<file path="src/design/chl_pkg.sv">
// ----------------------------------------------------------------------------
// chl_pkg: shared types and constants for the chained hash table lookup
// Command codes, the queued operation record and the back-end state type.
// ----------------------------------------------------------------------------
package chl_pkg;

    typedef enum logic [2:0] {
        CMD_CLEAR     = 3'd0,
        CMD_INSERT    = 3'd1,
        CMD_FIND      = 3'd2,
        CMD_NAME_BYTE = 3'd3,
        CMD_INS_NAME  = 3'd4,
        CMD_FIND_NAME = 3'd5,
        CMD_RSVD6     = 3'd6,
        CMD_RSVD7     = 3'd7
    } cmd_t;

    // Shift amounts of the sdbm name hash.
    localparam int SDBM_SHIFT_A = 6;
    localparam int SDBM_SHIFT_B = 16;

    typedef struct packed {
        cmd_t        cmd;
        logic [63:0] hash;
        logic [7:0]  slot;
    } op_t;

    typedef enum logic [2:0] {
        ST_SWEEP,
        ST_IDLE,
        ST_INS_WR,
        ST_FIND_CACHE,
        ST_WALK,
        ST_WALK_CMP,
        ST_DONE
    } state_t;

endpackage

</file>
<file path="src/design/chl_queue.sv">
// ----------------------------------------------------------------------------
// chl_queue: two-entry operation queue
// Decouples the front end from the table sequencer.
// ----------------------------------------------------------------------------
module chl_queue (
    input  logic          clk,
    input  logic          rst_n,
    input  logic          wr_valid,
    output logic          wr_ready,
    input  chl_pkg::op_t  wr_op,
    output logic          rd_valid,
    input  logic          rd_ready,
    output chl_pkg::op_t  rd_op
);
    import chl_pkg::*;

    op_t        slots_reg [2];
    logic       wptr_reg, rptr_reg;
    logic [1:0] count_reg;
    logic       push, pop;

    assign wr_ready = (count_reg != 2'd2);
    assign rd_valid = (count_reg != 2'd0);
    assign rd_op    = slots_reg[rptr_reg];
    assign push     = wr_valid && wr_ready;
    assign pop      = rd_valid && rd_ready;

    always_ff @(posedge clk)
    begin
        if (push)
        begin
            slots_reg[wptr_reg] <= wr_op;
        end
    end

    always_ff @(posedge clk or negedge rst_n)
    begin
        if (!rst_n)
        begin
            wptr_reg  <= 1'b0;
            rptr_reg  <= 1'b0;
            count_reg <= 2'd0;
        end
        else
        begin
            if (push)
            begin
                wptr_reg <= ~wptr_reg;
            end
            if (pop)
            begin
                rptr_reg <= ~rptr_reg;
            end
            count_reg <= count_reg + 2'(push) - 2'(pop);
        end
    end
endmodule

</file>
<file path="config.mk">
export PLATFORM = sky130hd
export DESIGN_NAME = chl_queue
export DESIGN_NICKNAME = d
export VERILOG_FILES = /design/src/design/chl_pkg.sv /design/src/design/chl_queue.sv
export SDC_FILE = /design/constraint.sdc
export NUM_CORES = 1
export LEC_CHECK = 0
export CAP_MARGIN = 30
export CORE_MARGIN = 5
export CORE_UTILIZATION = 35
export DETAILED_ROUTE_END_ITERATION = 10
export DONT_BUFFER_PORTS = 1
export MAX_ROUTING_LAYER = met4
export PLACE_DENSITY = 0.51
export SETUP_SLACK_MARGIN = 0.05
export SYNTH_ARGS = -nofsm -noshare
export SYNTH_HDL_FRONTEND = slang
export SYNTH_SLANG_ARGS = --single-unit
</file>
<file path="constraint.sdc">
create_clock -name clk -period 4.7 [get_ports clk]
set_input_delay 0.47 -clock clk [delete_from_list [all_inputs] [get_ports clk]]
set_output_delay 0.47 -clock clk [all_outputs]
set_load 0.05 [all_outputs]
</file>
==> out/metrics.csv <==
metric,value,unit
seqCellArea,4610,um2
rsz0062_at_grt,false,
io_buffers,0,
post_drt_wl_per_cell,20.5,um
antenna_found_initial,0,
tightest_slew,930,ps
drive_above_1_share,0.387,
crit_slowest_cell,nor2_4,
fmax,380,MHz
nFillCells,1508,
synth.distinct_cells,17,
synth_edf_count,150,
clk_latency,410,ps
dieHeight,138,um
synthArstFlopShare,0.0260,
outcome,"finished, final reports clean",
drt_iter0_drc,83,
cts_setup_buffers,0,
antenna_cells,0,
synth_fp_nets,331,
netlist_top_cells_area,"edfxtp_1 (78%), mux2_4 (10%), mux2_2 (6.8%)",
drc,0,
num_rows,47,
finalMaxSlewViolations,0,
numCtsBuffers,17,
viasPerCell,4.59,
cts.htree.levels,4,
start_util,0.353,
grt_pass1_vias,2584,
finalSetupTns,0,ps
setup_violations,0,
nets,347,
die_width,138,um
io_pins,156,
vias,2288,
track_usage,0.115,
worstSetupStartpointType,register,
core_area,16300,um2
multiInputGateArea,1100,um2
place_congestion,0.665,
end_kind,register,
clock-sinks,154,
grt_max_degree,60,
slowest_delay,760,ps
crit_type,register to register,
worstPathRequired,4780,ps
synth_area,5760,um2
dp_hpwl,6650,um
finalHoldViolations,0,
dieArea,19100,um2
syn_to_final_growth,15.6,%
synthMostInstantiatedCell,edfxtp_1,
slew_headroom,0.378,
cap_violations,0,
synth.top_cell.area_share,0.782,
synth-warning-count,0,
syn_avg_cell_area,23.1,um2
cts_tree,done,
grt_overflow,0,
ant_nets,0,
yosys.area.top_type,edfxtp_1,
dr.pass1.iters,4,
period_share,0.560,
ys.flop_type,edfxtp_1,
hold_path_class,primary input to register,
cp_cell_sequence,nand2b_1 > nand2_1 > nor2_4 > buf_12,
clock_path_buffers,2,
period_minus_slack,2630,ps
path_clk_slew,60,ps
post_cts_resized,0,
skew,8.98,ps
drt-total-wl,10200,um
ctsHoldBuffers,1,
yosysSeqAreaShare,0.799,
ys_seq_elements,154,
grt_pass1_wl,15900,um
worstPathArrival,2720,ps
synthTopCellsByCount,"edfxtp_1 (150), mux2_4 (40), mux2_2 (35)",
path_max_fanout,45,
clock-root-buffer,clkbuf_16,
syn_inst,250,
largest_register_ffs,150,
## cell usage in the layout (no fill, tap or decap), types with 3 or more instances in the layout
cell type	instances
xnor2_1	3
bufinv_16	3
edfxtp_1	150
clkbuf_16	17
clkinvlp_4	3
mux2_4	40
dfrtp_1	3
clkinv_1	4
mux2_2	35
## layer usage
metal  GRT usage  routed length [um]  vias to the layer above
li1            -                   -                     1023
met1       0.116                3730                     1143
met2       0.176                4940                      108
met3      0.0718                1330                       14
met4      0.0546                 218                        0
met5           -                   0                        -
## cell type report
class,instances,area share
sequential,154,0.692
multi-input combinational,87,0.165
clock buffer,19,0.0650
tap,220,0.0413
clock inverter,13,0.0225
timing repair buffer,5,0.0139
inverter,1,0.000563
## per-stage QoR
| step | utilization | setup slack [ps] | hold slack [ps] | std cells | area [um2] |
|---|---|---|---|---|---|
| 3_3_place_gp | 0.368 | 2060 | 175 | 464 | 6010 |
| 2_1_floorplan | - | 1290 | 174 | 250 | 5770 |
| 6_report | 0.408 | 2070 | 147 | 499 | 6660 |
| 5_1_grt | 0.408 | 1880 | 119 | 499 | 6660 |
| 3_5_place_dp | 0.371 | 2030 | 175 | 466 | 6070 |
| 4_1_cts | 0.408 | 2010 | 121 | 499 | 6660 |
## critical path, delay by kind of cell, from the launching register on
| kind | cells | cell delay (ps) |
|---|---|---|
| AND/OR/NAND/NOR | 3 | 1530 |
| flip-flops | 1 | 360 |
| buffers and inverters | 1 | 340 |
## kinds of logic (layout without fill, tap and decap cells)
family	count (synthesis)	in the layout	share of synthesized area
multiplexers	75	75	0.173
AND/OR/NAND/NOR	6	6	0.00565
flip-flops	154	154	0.799
adder cells (fa/ha/maj)	2	2	0.00434
buffers and inverters	9	38	0.0124
XOR/XNOR	4	4	0.00608
## final timing paths
check                      cells past startpoint                    endpoint                   start  slack (ps)
max                                            4   slots_reg[0][1]$_DFFE_PP_  count_reg[0]$_DFF_PN0_        2070
min                                            0  slots_reg[0][54]$_DFFE_PP_               wr_op[54]         150
max reg2reg                                    4   slots_reg[0][1]$_DFFE_PP_  count_reg[0]$_DFF_PN0_        2070
min reg2reg                                    1      count_reg[0]$_DFF_PN0_  count_reg[0]$_DFF_PN0_         520
max in group asynchronous                      1        rptr_reg$_DFFE_PN0P_                   rst_n        4170
min in group asynchronous                      1        rptr_reg$_DFFE_PN0P_                   rst_n         330
Power is not shown: default switching activity piles up to over one toggle a cycle in this logic, so the estimate is an artifact.
